File: src/rtl/core/cdsc_pkg.sv
`default_nettype none

package cdsc_pkg;

  // field widths fixed by the chunk header format
  localparam int unsigned ByteW  = 8;
  localparam int unsigned SizeW  = 10;
  localparam int unsigned SeqW   = 10;
  localparam int unsigned CountW = 8;
  localparam int unsigned PktW   = 11;

  // bit of the first header byte that marks a vital chunk
  localparam int unsigned VitalBit = 6;

  // parser position within the chunk area
  typedef enum logic [2:0] {
    PH_IDLE = 3'd0,
    PH_HDR0 = 3'd1,
    PH_HDR1 = 3'd2,
    PH_HDR2 = 3'd3,
    PH_BODY = 3'd4
  } phase_e;

  // result kinds
  typedef enum logic [1:0] {
    K_BYTE   = 2'd0,
    K_EMPTY  = 2'd1,
    K_RESEND = 2'd2,
    K_TRUNC  = 2'd3
  } kind_e;

  // one result beat
  typedef struct packed {
    kind_e             kind;
    logic [ByteW-1:0]  data;
    logic [SizeW-1:0]  size;
    logic              first;
    logic              last;
    logic [SeqW-1:0]   seq;
  } result_t;

endpackage

`default_nettype wire

File: src/rtl/core/chunk_deframer_with_sequence_check_unit.sv
`default_nettype none

// Chunk deframer with sequence check. Takes the chunk area of a decompressed
// packet one byte per beat (packet_start marks the first byte and carries the
// packet size and chunk count), parses each chunk header and delivers payload
// bytes with first/last marks, one beat for an empty chunk, a resend request
// for an out-of-order vital chunk and a truncation beat when a header or
// chunk overruns the packet. Old duplicates and everything after a truncation
// or after the last chunk give no beats. One byte is accepted every cycle
// while results are taken; each byte passes an input register, a single parser
// state update and a result register before its result is valid. A result held
// by out_ready_i low stops the parser, and the input register then takes at most
// one more byte.
// seq_check_enable resets to 1 and should only be written while the block is
// idle; with it at 0 every chunk is delivered and the ack counter is frozen.
module chunk_deframer_with_sequence_check_unit #(
  parameter int unsigned SEQ_BITS         = 10,
  parameter int unsigned MAX_PACKET_BYTES = 2047
) (
  input  wire  logic                        clk_i,
  input  wire  logic                        rst_ni,
  // configuration write channel
  input  wire  logic                        cfg_valid_i,
  output logic                              cfg_ready_o,
  input  wire  logic                        cfg_seq_check_enable_i,
  // input byte channel
  input  wire  logic                        in_valid_i,
  output logic                              in_ready_o,
  input  wire  logic [cdsc_pkg::ByteW-1:0]  data_byte_i,
  input  wire  logic                        packet_start_i,
  input  wire  logic [cdsc_pkg::PktW-1:0]   packet_size_i,
  input  wire  logic [cdsc_pkg::CountW-1:0] chunk_count_i,
  // result channel
  output logic                              out_valid_o,
  input  wire  logic                        out_ready_i,
  output logic [1:0]                        kind_o,
  output logic [cdsc_pkg::ByteW-1:0]        payload_byte_o,
  output logic [cdsc_pkg::SizeW-1:0]        chunk_size_o,
  output logic                              chunk_first_o,
  output logic                              chunk_last_o,
  output logic [cdsc_pkg::SeqW-1:0]         chunk_seq_o
);

  import cdsc_pkg::*;

  localparam int unsigned MaxClip = (MAX_PACKET_BYTES > 2047) ? 2047 : MAX_PACKET_BYTES;
  localparam logic [PktW-1:0]     MaxBytes = PktW'(MaxClip);
  localparam logic [SEQ_BITS-1:0] SeqHalf  = {1'b1, {(SEQ_BITS-1){1'b0}}};

  // configuration register
  logic seq_en_q;

  // input register
  logic              in_vld_q;
  logic [ByteW-1:0]  in_byte_q;
  logic              in_start_q;
  logic [PktW-1:0]   in_psize_q;
  logic [CountW-1:0] in_ccount_q;

  // parser state
  phase_e            phase_q, phase_d;
  logic [SEQ_BITS-1:0] ack_q, ack_d;
  logic [CountW-1:0] cl_q, cl_d;
  logic [PktW-1:0]   bl_q, bl_d;
  logic [ByteW-1:0]  hb0_q, hb0_d;
  logic [ByteW-1:0]  hb1_q, hb1_d;
  logic [SizeW-1:0]  pl_q, pl_d;
  logic              df_q, df_d;
  logic [SeqW-1:0]   cs_q, cs_d;

  // result register
  logic    out_vld_q;
  result_t res_q;
  result_t res;
  logic    has_res;

  logic advance;
  logic fire;

  // parser scratch values
  logic [PktW-1:0]     avail;
  logic [PktW-1:0]     need;
  logic [ByteW-1:0]    hdr_lo;
  logic [SizeW-1:0]    fin_size;
  logic [SizeW-1:0]    body_size;
  logic [SeqW-1:0]     seq_hdr;
  logic [SeqW-1:0]     fin_seq;
  logic                fin_vital;
  logic [SEQ_BITS-1:0] seq_s;
  logic [SEQ_BITS-1:0] seq_exp;
  logic [SEQ_BITS-1:0] seq_diff;
  logic [SizeW-1:0]    pl_dec;
  logic                body_first;
  logic                body_last;

  assign advance     = !out_vld_q || out_ready_i;
  assign fire        = in_vld_q && advance;
  assign in_ready_o  = !in_vld_q || advance;
  assign cfg_ready_o = 1'b1;

  // configuration write
  always_ff @(posedge clk_i or negedge rst_ni) begin
    if (!rst_ni) begin
      seq_en_q <= 1'b1;
    end else if (cfg_valid_i && cfg_ready_o) begin
      seq_en_q <= cfg_seq_check_enable_i;
    end
  end

  // input register
  always_ff @(posedge clk_i or negedge rst_ni) begin
    if (!rst_ni) begin
      in_vld_q <= 1'b0;
    end else if (in_ready_o) begin
      in_vld_q <= in_valid_i;
    end
  end

  always_ff @(posedge clk_i) begin
    if (in_ready_o && in_valid_i) begin
      in_byte_q   <= data_byte_i;
      in_start_q  <= packet_start_i;
      in_psize_q  <= packet_size_i;
      in_ccount_q <= chunk_count_i;
    end
  end

  // parser: one state update per byte
  always_comb begin
    phase_d = phase_q;
    ack_d   = ack_q;
    cl_d    = cl_q;
    bl_d    = bl_q;
    hb0_d   = hb0_q;
    hb1_d   = hb1_q;
    pl_d    = pl_q;
    df_d    = df_q;
    cs_d    = cs_q;
    res     = '0;
    res.kind = K_BYTE;
    has_res = 1'b0;

    // packet start reloads the counters
    if (in_start_q) begin
      bl_d    = (in_psize_q > MaxBytes) ? MaxBytes : in_psize_q;
      cl_d    = in_ccount_q;
      pl_d    = '0;
      df_d    = 1'b0;
      cs_d    = '0;
      hb0_d   = '0;
      hb1_d   = '0;
      phase_d = (in_ccount_q != '0) ? PH_HDR0 : PH_IDLE;
    end

    // every byte in a live packet consumes one byte of the packet
    avail = bl_d;
    if (phase_d != PH_IDLE && bl_d != '0) begin
      bl_d = bl_d - 1'b1;
    end

    // header fields
    hdr_lo     = (phase_d == PH_HDR1) ? in_byte_q : hb1_d;
    fin_size   = {hb0_d[5:0], hdr_lo[3:0]};
    body_size  = {hb0_d[5:0], hb1_d[3:0]};
    // upper nibble of the size byte overlaps the low sequence byte
    seq_hdr    = {hb1_d[7:4], 6'b000000} | {2'b00, in_byte_q};
    fin_vital  = (phase_d == PH_HDR2);
    fin_seq    = fin_vital ? seq_hdr : '0;
    need       = in_byte_q[VitalBit] ? PktW'(3) : PktW'(2);
    seq_s      = seq_hdr[SEQ_BITS-1:0];
    seq_exp    = ack_q + 1'b1;
    seq_diff   = ack_q - seq_s;
    pl_dec     = pl_d - 1'b1;
    body_first = (pl_d == body_size);
    body_last  = (pl_dec == '0);

    case (phase_d)
      PH_HDR0: begin
        hb0_d = in_byte_q;
        cs_d  = '0;
        if (avail < need) begin
          // header runs past the packet
          phase_d  = PH_IDLE;
          cl_d     = '0;
          pl_d     = '0;
          df_d     = 1'b0;
          res.kind = K_TRUNC;
          has_res  = 1'b1;
        end else begin
          phase_d = PH_HDR1;
        end
      end
      PH_HDR1, PH_HDR2: begin
        if (phase_d == PH_HDR1) begin
          hb1_d = in_byte_q;
        end
        if (phase_d == PH_HDR1 && hb0_d[VitalBit]) begin
          phase_d = PH_HDR2;
        end else begin
          // header complete
          cs_d = fin_seq;
          cl_d = cl_d - 1'b1;
          if ({1'b0, fin_size} > bl_d) begin
            // chunk runs past the packet
            phase_d  = PH_IDLE;
            cl_d     = '0;
            pl_d     = '0;
            df_d     = 1'b0;
            res.kind = K_TRUNC;
            res.size = fin_size;
            res.seq  = fin_seq;
            has_res  = 1'b1;
          end else begin
            df_d = 1'b1;
            if (fin_vital && seq_en_q) begin
              if (seq_s == seq_exp) begin
                ack_d = seq_exp;
              end else begin
                df_d = 1'b0;
                // outside the back half-window: ask for a resend
                if (seq_diff > SeqHalf) begin
                  res.kind = K_RESEND;
                  res.size = fin_size;
                  res.seq  = fin_seq;
                  has_res  = 1'b1;
                end
              end
            end
            if (fin_size != '0) begin
              pl_d    = fin_size;
              phase_d = PH_BODY;
            end else begin
              pl_d = '0;
              if (df_d) begin
                res.kind  = K_EMPTY;
                res.first = 1'b1;
                res.last  = 1'b1;
                res.seq   = fin_seq;
                has_res   = 1'b1;
              end
              phase_d = (cl_d != '0) ? PH_HDR0 : PH_IDLE;
            end
          end
        end
      end
      PH_BODY: begin
        pl_d = pl_dec;
        if (df_d) begin
          res.kind  = K_BYTE;
          res.data  = in_byte_q;
          res.size  = body_size;
          res.first = body_first;
          res.last  = body_last;
          res.seq   = cs_d;
          has_res   = 1'b1;
        end
        if (body_last) begin
          phase_d = (cl_d != '0) ? PH_HDR0 : PH_IDLE;
        end
      end
      default: begin
        phase_d = PH_IDLE;
      end
    endcase
  end

  // parser state registers
  always_ff @(posedge clk_i or negedge rst_ni) begin
    if (!rst_ni) begin
      phase_q <= PH_IDLE;
      ack_q   <= '0;
      cl_q    <= '0;
      bl_q    <= '0;
      hb0_q   <= '0;
      hb1_q   <= '0;
      pl_q    <= '0;
      df_q    <= 1'b0;
      cs_q    <= '0;
    end else if (fire) begin
      phase_q <= phase_d;
      ack_q   <= ack_d;
      cl_q    <= cl_d;
      bl_q    <= bl_d;
      hb0_q   <= hb0_d;
      hb1_q   <= hb1_d;
      pl_q    <= pl_d;
      df_q    <= df_d;
      cs_q    <= cs_d;
    end
  end

  // result register
  always_ff @(posedge clk_i or negedge rst_ni) begin
    if (!rst_ni) begin
      out_vld_q <= 1'b0;
    end else if (advance) begin
      out_vld_q <= fire && has_res;
    end
  end

  always_ff @(posedge clk_i) begin
    if (advance) begin
      res_q <= res;
    end
  end

  assign out_valid_o    = out_vld_q;
  assign kind_o         = res_q.kind;
  assign payload_byte_o = res_q.data;
  assign chunk_size_o   = res_q.size;
  assign chunk_first_o  = res_q.first;
  assign chunk_last_o   = res_q.last;
  assign chunk_seq_o    = res_q.seq;

  // a chunk body always has bytes left to take
  assert property (@(posedge clk_i) disable iff (!rst_ni)
    phase_q == PH_BODY |-> pl_q != '0)
    else $error("body phase with no payload left");

  // a truncation beat leaves the parser idle
  assert property (@(posedge clk_i) disable iff (!rst_ni)
    (fire && has_res && res.kind == K_TRUNC) |=> phase_q == PH_IDLE)
    else $error("parser not idle after truncation");

  // an empty chunk beat is marked first and last with size zero
  assert property (@(posedge clk_i) disable iff (!rst_ni)
    (out_vld_q && res_q.kind == K_EMPTY) |->
      (res_q.first && res_q.last && res_q.size == '0))
    else $error("malformed empty chunk beat");

  // resend requests only come from sequence checking
  assert property (@(posedge clk_i) disable iff (!rst_ni)
    (out_vld_q && res_q.kind == K_RESEND) |-> seq_en_q)
    else $error("resend request with sequence check off");

endmodule

`default_nettype wire
File: config.mk
export PLATFORM = sky130hd
export DESIGN_NAME = chunk_deframer_with_sequence_check_unit
export DESIGN_NICKNAME = d
export VERILOG_FILES = /design/src/rtl/core/cdsc_pkg.sv /design/src/rtl/core/chunk_deframer_with_sequence_check_unit.sv
export SDC_FILE = /design/constraint.sdc
export NUM_CORES = 1
export LEC_CHECK = 0
export CAP_MARGIN = 0
export CORE_AREA = 4 4 141 102
export CTS_CLUSTER_SIZE = 14
export DETAILED_ROUTE_END_ITERATION = 10
export DIE_AREA = 0 0 145 106
export DONT_BUFFER_PORTS = 1
export HOLD_SLACK_MARGIN = 0.15
export PLACE_DENSITY = 0.78
export REMOVE_ABC_BUFFERS = 1
export SKIP_CTS_REPAIR_TIMING = 1
export SYNTH_ARGS = -nofsm -noshare
export SYNTH_HDL_FRONTEND = slang
export SYNTH_SLANG_ARGS = --single-unit
File: constraint.sdc
create_clock -name clk_i -period 10 [get_ports clk_i]
set_input_delay 0.5 -clock clk_i [delete_from_list [all_inputs] [get_ports clk_i]]
set_output_delay 0.5 -clock clk_i [all_outputs]
set_load 0.03 [all_outputs]
# --- After elaboration in Yosys (flattened, before gate mapping) ---
# Index checks and enable logic that the tools add are counted.
totals:
  reg_bits: 131
  latch_bits: 0
  mem_bits_rw: 0
  mem_bits_ro: 0
  input_bits: 34
  output_inout_bits: 35
  elab_cells: 137
  memories: 0
op_classes:
  addsub: 5
  n_mul: 0
  div: 0
  n_lt_le_gt_ge: 4
  n_eq_ne: 6
  shift: 0
  muxes: 77
  n_bitwise: 3
  n_reduce_logical: 20
op_table:
  columns: ["cell", "n"]
  rows:
  - ["10-bit 2-to-1 mux", 16]
  - ["8-bit 2-to-1 mux", 7]
  - ["22-bit 2-to-1 mux", 2]
  - ["22-bit one-hot mux with 2 select lines", 1]
  - ["11-bit 2-to-1 mux", 3]
  - ["10-bit one-hot mux with 3 select lines", 1]
  - ["12-bit 2-to-1 mux", 2]
  - ["8-bit nonzero test", 3]
  - ["1-bit 2-to-1 mux", 22]
  - ["10-bit equality test", 2]
  - ["2-bit 2-to-1 mux", 10]
  - ["10-bit one-hot mux with 2 select lines", 1]
  - ["8-bit one-hot mux with 2 select lines", 1]
  - ["3-bit 2-to-1 mux", 5]
  - ["7-bit 2-to-1 mux", 2]
  - ["10-bit by 11-bit greater-than comparator with 1-bit output", 1]
  - ["11-bit greater-than comparator, second input constant", 1]
  - ["11-bit by 2-bit less-than comparator with 1-bit output", 1]
  - ["11-bit nonzero test", 1]
  - ["11-bit by 1-bit subtractor with 11-bit output, second input constant", 1]
  - ["10-bit by 1-bit adder with 10-bit output, second input constant", 1]
  - ["10-bit greater-than comparator, second input constant", 1]
  - ["10-bit zero test", 1]
  - ["10-bit by 8-bit OR with 10-bit output", 1]
  - ["19 further kinds", 28]

# --- Depth between registers and ports, before layout ---
logic_depth:
  depth_word: 16
  ltp_mapped: 20
  depth_no_buf: 17

# --- Worst setup path before layout ---
# OpenSTA, ideal clock, no wires.
synth_timing:
  kind: "register to register"
  startpoint: "register in_start_q"
  endpoint: "register res_q (netlist bit chunk_seq_o[0]), data pin"
  setup_time_ns: 0.257
  arrival_ns: 3.955
  t_required_ns: 9.743
  slack_ns: 5.788
  path_stages_with_launch: 21
  path_buffers: 3
  synth_period_minus_slack_ns: 4.212
  cell_sequence: "edfxtp_1 > buf_4 > buf_4 > mux2i_1 > ha_1 > and2_1 > o2111a_1 > or3_1 > nor3b_1 > xnor2_1 > nor2_1 > a21oi_1 > ha_1 > o21a_1 > o221ai_1 > o21ai_0 > and4b_1 > buf_4 > a21oi_2 > o21ai_4 > a32o_1"
synth_lines:
  columns: ["element", "line", "rtl"]
  rows:
  - ["start: declaration", "chunk_deframer_with_sequence_check_unit.sv:56", "logic in_start_q;"]
  - ["start signal: assignment", "chunk_deframer_with_sequence_check_unit.sv:122", "in_start_q <= packet_start_i;"]
  - ["end signal: assignment", "chunk_deframer_with_sequence_check_unit.sv:303", "res_q <= res;"]
  - ["end: declaration", "chunk_deframer_with_sequence_check_unit.sv:73", "result_t res_q;"]

==> results.md <==
* Outcome: completed
* CTS H-tree lvls at 4
* PD cells at 229 mW/mm^2
* Gate Count Post-Synth at approximately 760
* R2R cell count at 18
* Multi-input combinational cell area at around 0.0038 mm^2
* Initial antenna violation count at 1
* I/O pins at 69
* Slowest-stage cell, CP: nor2_1
* F_max at around 180 MHz
* Clock share of power at 0.323
* Final Slew Violations at 0
* Vias in the first global route at 5,962
* Post-layout util at 0.645
* Critical path peak fanout at 65
* WHS at 0.163 ns
* Setup Viol. Count Final at 0
* Family with the most delay on the worst path: simple AND/OR/NAND/NOR gates
* Hold WC Path Type: in2reg
* Crit path kind: reg2reg
* Critical Path AT at around 5.7 ns
* Combinational power share at 0.269
* Worst flop-to-flop path startpoint: in_start_q
* Crit. Startpoint: in_start_q
* Post-synth EDFFs at 60
* Share of layout cells above drive strength 1 at 0.0827
* Grt ovf at 0
* Hold Crit Start: packet_size_i[1]
* Register area at approximately 0.0036 mm^2
* Number of nets in the layout at 811
* Min cycle time layout at 5.46 ns
* Clock buffer depth at 2
* HPWL after detailed placement at roughly 14,000 um
* Startpoint Class: register
* DIE AREA at ~0.015 mm^2
* Initial Util at 0.591
* Mapped cell area at 0.00769 mm^2
* Setup TNS at 0 ns
* WHS Path Cells at 0
* Cts bufs inserted at 17
* GP Congestion at slightly above 0.9
* Non-filler cells in the finished layout at 928
* Final ANT Viol Nets at 0
* CP max stage delay at approximately 0.75 ns
* Sequential area share after synthesis at 0.466
* Req. time, crit path at between 10 and 15 ns
* Int Power at around 1200 uW
* Post-Syn Area per Cell at between 10 and 15 um^2
* Worst Setup End Kind: register
* Area delta synth->final at 9.07%
* Clk_lat worst skew at 0.43 ns
* Hold Vio Cnt, Final at 0
* Port-buffer cells at 0
* Skew final at between 0.009 and 0.01 ns
* RSZ-0062 raised after global routing: no
* Root Buffer Master: clkbuf_16
* Core Region at roughly 0.013 mm^2
* CTS tree: built
* WL final at 20,400 um
* First drt pass iteration count at 8
* Ant diodes at 0
* Relative slew margins at 0.153
* TritonCTS Sinks at between 100 and 150
* DR DRC count at 0
* Flops & latches, synth at 131
* Worst slew pin tran at approximately 1.3 ns
* Seq pwr share at 0.408
* Inst Count DP at between 800 and 900
* Leak at between 0.003 and 0.004 uW
* DR WL/cell at about 22 um
* Via/cell ratio at 6.76
* CTS clock-pin slew for the worst setup and hold paths at ~0.06 ns
* Sw Pwr at 693 uW
* Largest net degree at the start of global routing at 72
* Area after DPL at about 0.0078 mm^2
* GRT Total Usage at 0.267
* Distinct cell type count after synthesis at 80
* Final period utilization at 0.546
* Max_cap viols at 0
* Cell row count at 35
* WP depth at 18
* Sw Ratio at 0.360
* First-pass GRT wire length at 32,600 um
* Final Cell Area at between 0.008 and 0.009 mm^2
* Worst VDD drop at 137 uV
* FILL cells at between 900 and 1,000
* Detailed router's first-iteration violation count at between 700 and 800
* Horiz. Die Dim at about 150 um
* Post-synth ARST share at 0.542
* Main synth FF type: dfrtp_1
* YS warnings at 0
* CP bufs+invs at 1
* Crit-path cells: buf_4 -> mux2i_1 -> ha_1 -> and2_1 -> o2111a_1 -> or3_1 -> nor3b_1 -> xnor2_1 -> nor2_1 -> a21oi_1 -> ha_1 -> a211o_1 -> nor3_1 -> o21ai_0 -> and4b_1 -> nor2_1 -> nand3_1 -> o41ai_1
* Vias post-DR at approximately 6,300
* Die extent in y at ~110 um
==> power by group through the flow <==
stage	registers, uW	logic (uW)	clock network (uW)
2_1_floorplan	761	380	0
3_3_place_gp	786	474	0
3_5_place_dp	789	491	0
4_1_cts	781	497	626
5_1_grt	795	571	650
6_report	784	517	621
==> routing by layer <==
layer  global-route usage  up-vias  part of all wire
li1                     -     2792                 -
met1                0.389     3076              0.45
met2                0.386      361              0.43
met3               0.0827       44              0.10
met4               0.0786        2             0.020
met5                    0        -            0.0012
==> worst paths after layout <==
check | slack, ns | to
setup / recovery | 4.54 | chunk_first_o
hold / removal | 0.16 | in_psize_q[1]
setup reg to reg | 4.54 | chunk_first_o
hold reg to reg | 0.48 | bl_q[1]
max in group asynchronous | 9.05 | seq_en_q
min in group asynchronous | 0.60 | ack_q[1]
==> cell type report <==
type	instances	share of cell area
Sequential cell	131	0.427
Tap cell	166	0.0248
Multi-Input combinational cell	566	0.458
Inverter	26	0.0116
Clock buffer	19	0.0516
Clock inverter	13	0.0181
Timing Repair Buffer	7	0.00896
==> cells in the final DEF, fill, tap and decap left out, types with 5 or more instances in the layout <==
cell       netlist  layout
o21ai_0         30      30
nand2_1         70      70
buf_4            5       5
mux2i_1         15      15
a31oi_1          5       5
a22o_1          20      20
nor2_1          64      64
o2bb2ai_1        5       5
nor4_1           8       8
a221oi_1         8       8
xor2_1          27      27
dfrtp_1         70      70
or4_1            5       5
inv_1           25      25
o211ai_1         6       6
o21ai_1         19      19
nand2b_1         6       6
o21a_1          10      10
clkbuf_16        0      17
a32o_1          15      15
a21oi_1         30      30
xnor2_1         25      25
nor2b_1         10      10
or3_1            6       6
nand3_1         20      20
and2_1          17      17
and3_1           7       7
mux2_2           9       9
edfxtp_1        60      60
nor3_1          24      24
nand4_1          5       5
ha_1            27      27
==> cells in the mapped netlist (all sizes together) (15+ instances only) <==
library cell,instances,area (um^2)
a21oi,31,159
ha,27,338
o21ai,50,262
inv,26,97.6
xor2,28,253
and2,17,106
nor3,27,150
a32o,15,150
nand2,70,263
nor2,64,240
a22o,20,175
xnor2,25,219
nand3,20,100
clkbuf,28,105
edfxtp,60,1800
dfrtp,70,1750
mux2i,15,150
==> logic make-up after synthesis <==
family	after synthesis	synth area share
AO/OA/AOI/OAI	190	0.178
buffers and inverters	65	0.0348
XOR/XNOR	53	0.0614
AND/OR/NAND/NOR	268	0.177
adder cells (fa/ha/maj)	28	0.0466
multiplexers	26	0.0356
flip-flops	131	0.466
other	1	0.000488
==> stage by stage <==
stage,worst slack (ns),total power (uW)
final,4.54,1920
after global routing,4.22,2020
after CTS,4.69,1900
after detailed placement,4.73,1280
after global placement,4.93,1260
after floorplan,4.72,1140
==> flip-flops by register name (all words and copies together) (netlist names) <==
register,cells
ack_q,10
bl_q,11
chunk_first_o,1
chunk_last_o,1
chunk_seq_o,10
chunk_size_o,10
cl_q,8
cs_q,10
df_q,1
hb0_q,7
hb1_q,8
in_byte_q,8
in_ccount_q,8
in_psize_q,11
in_start_q,1
in_vld_q,1
kind_o,2
out_valid_o,1
payload_byte_o,8
phase_q,3
pl_q,10
seq_en_q,1
Power figures use the tool's default switching activity.
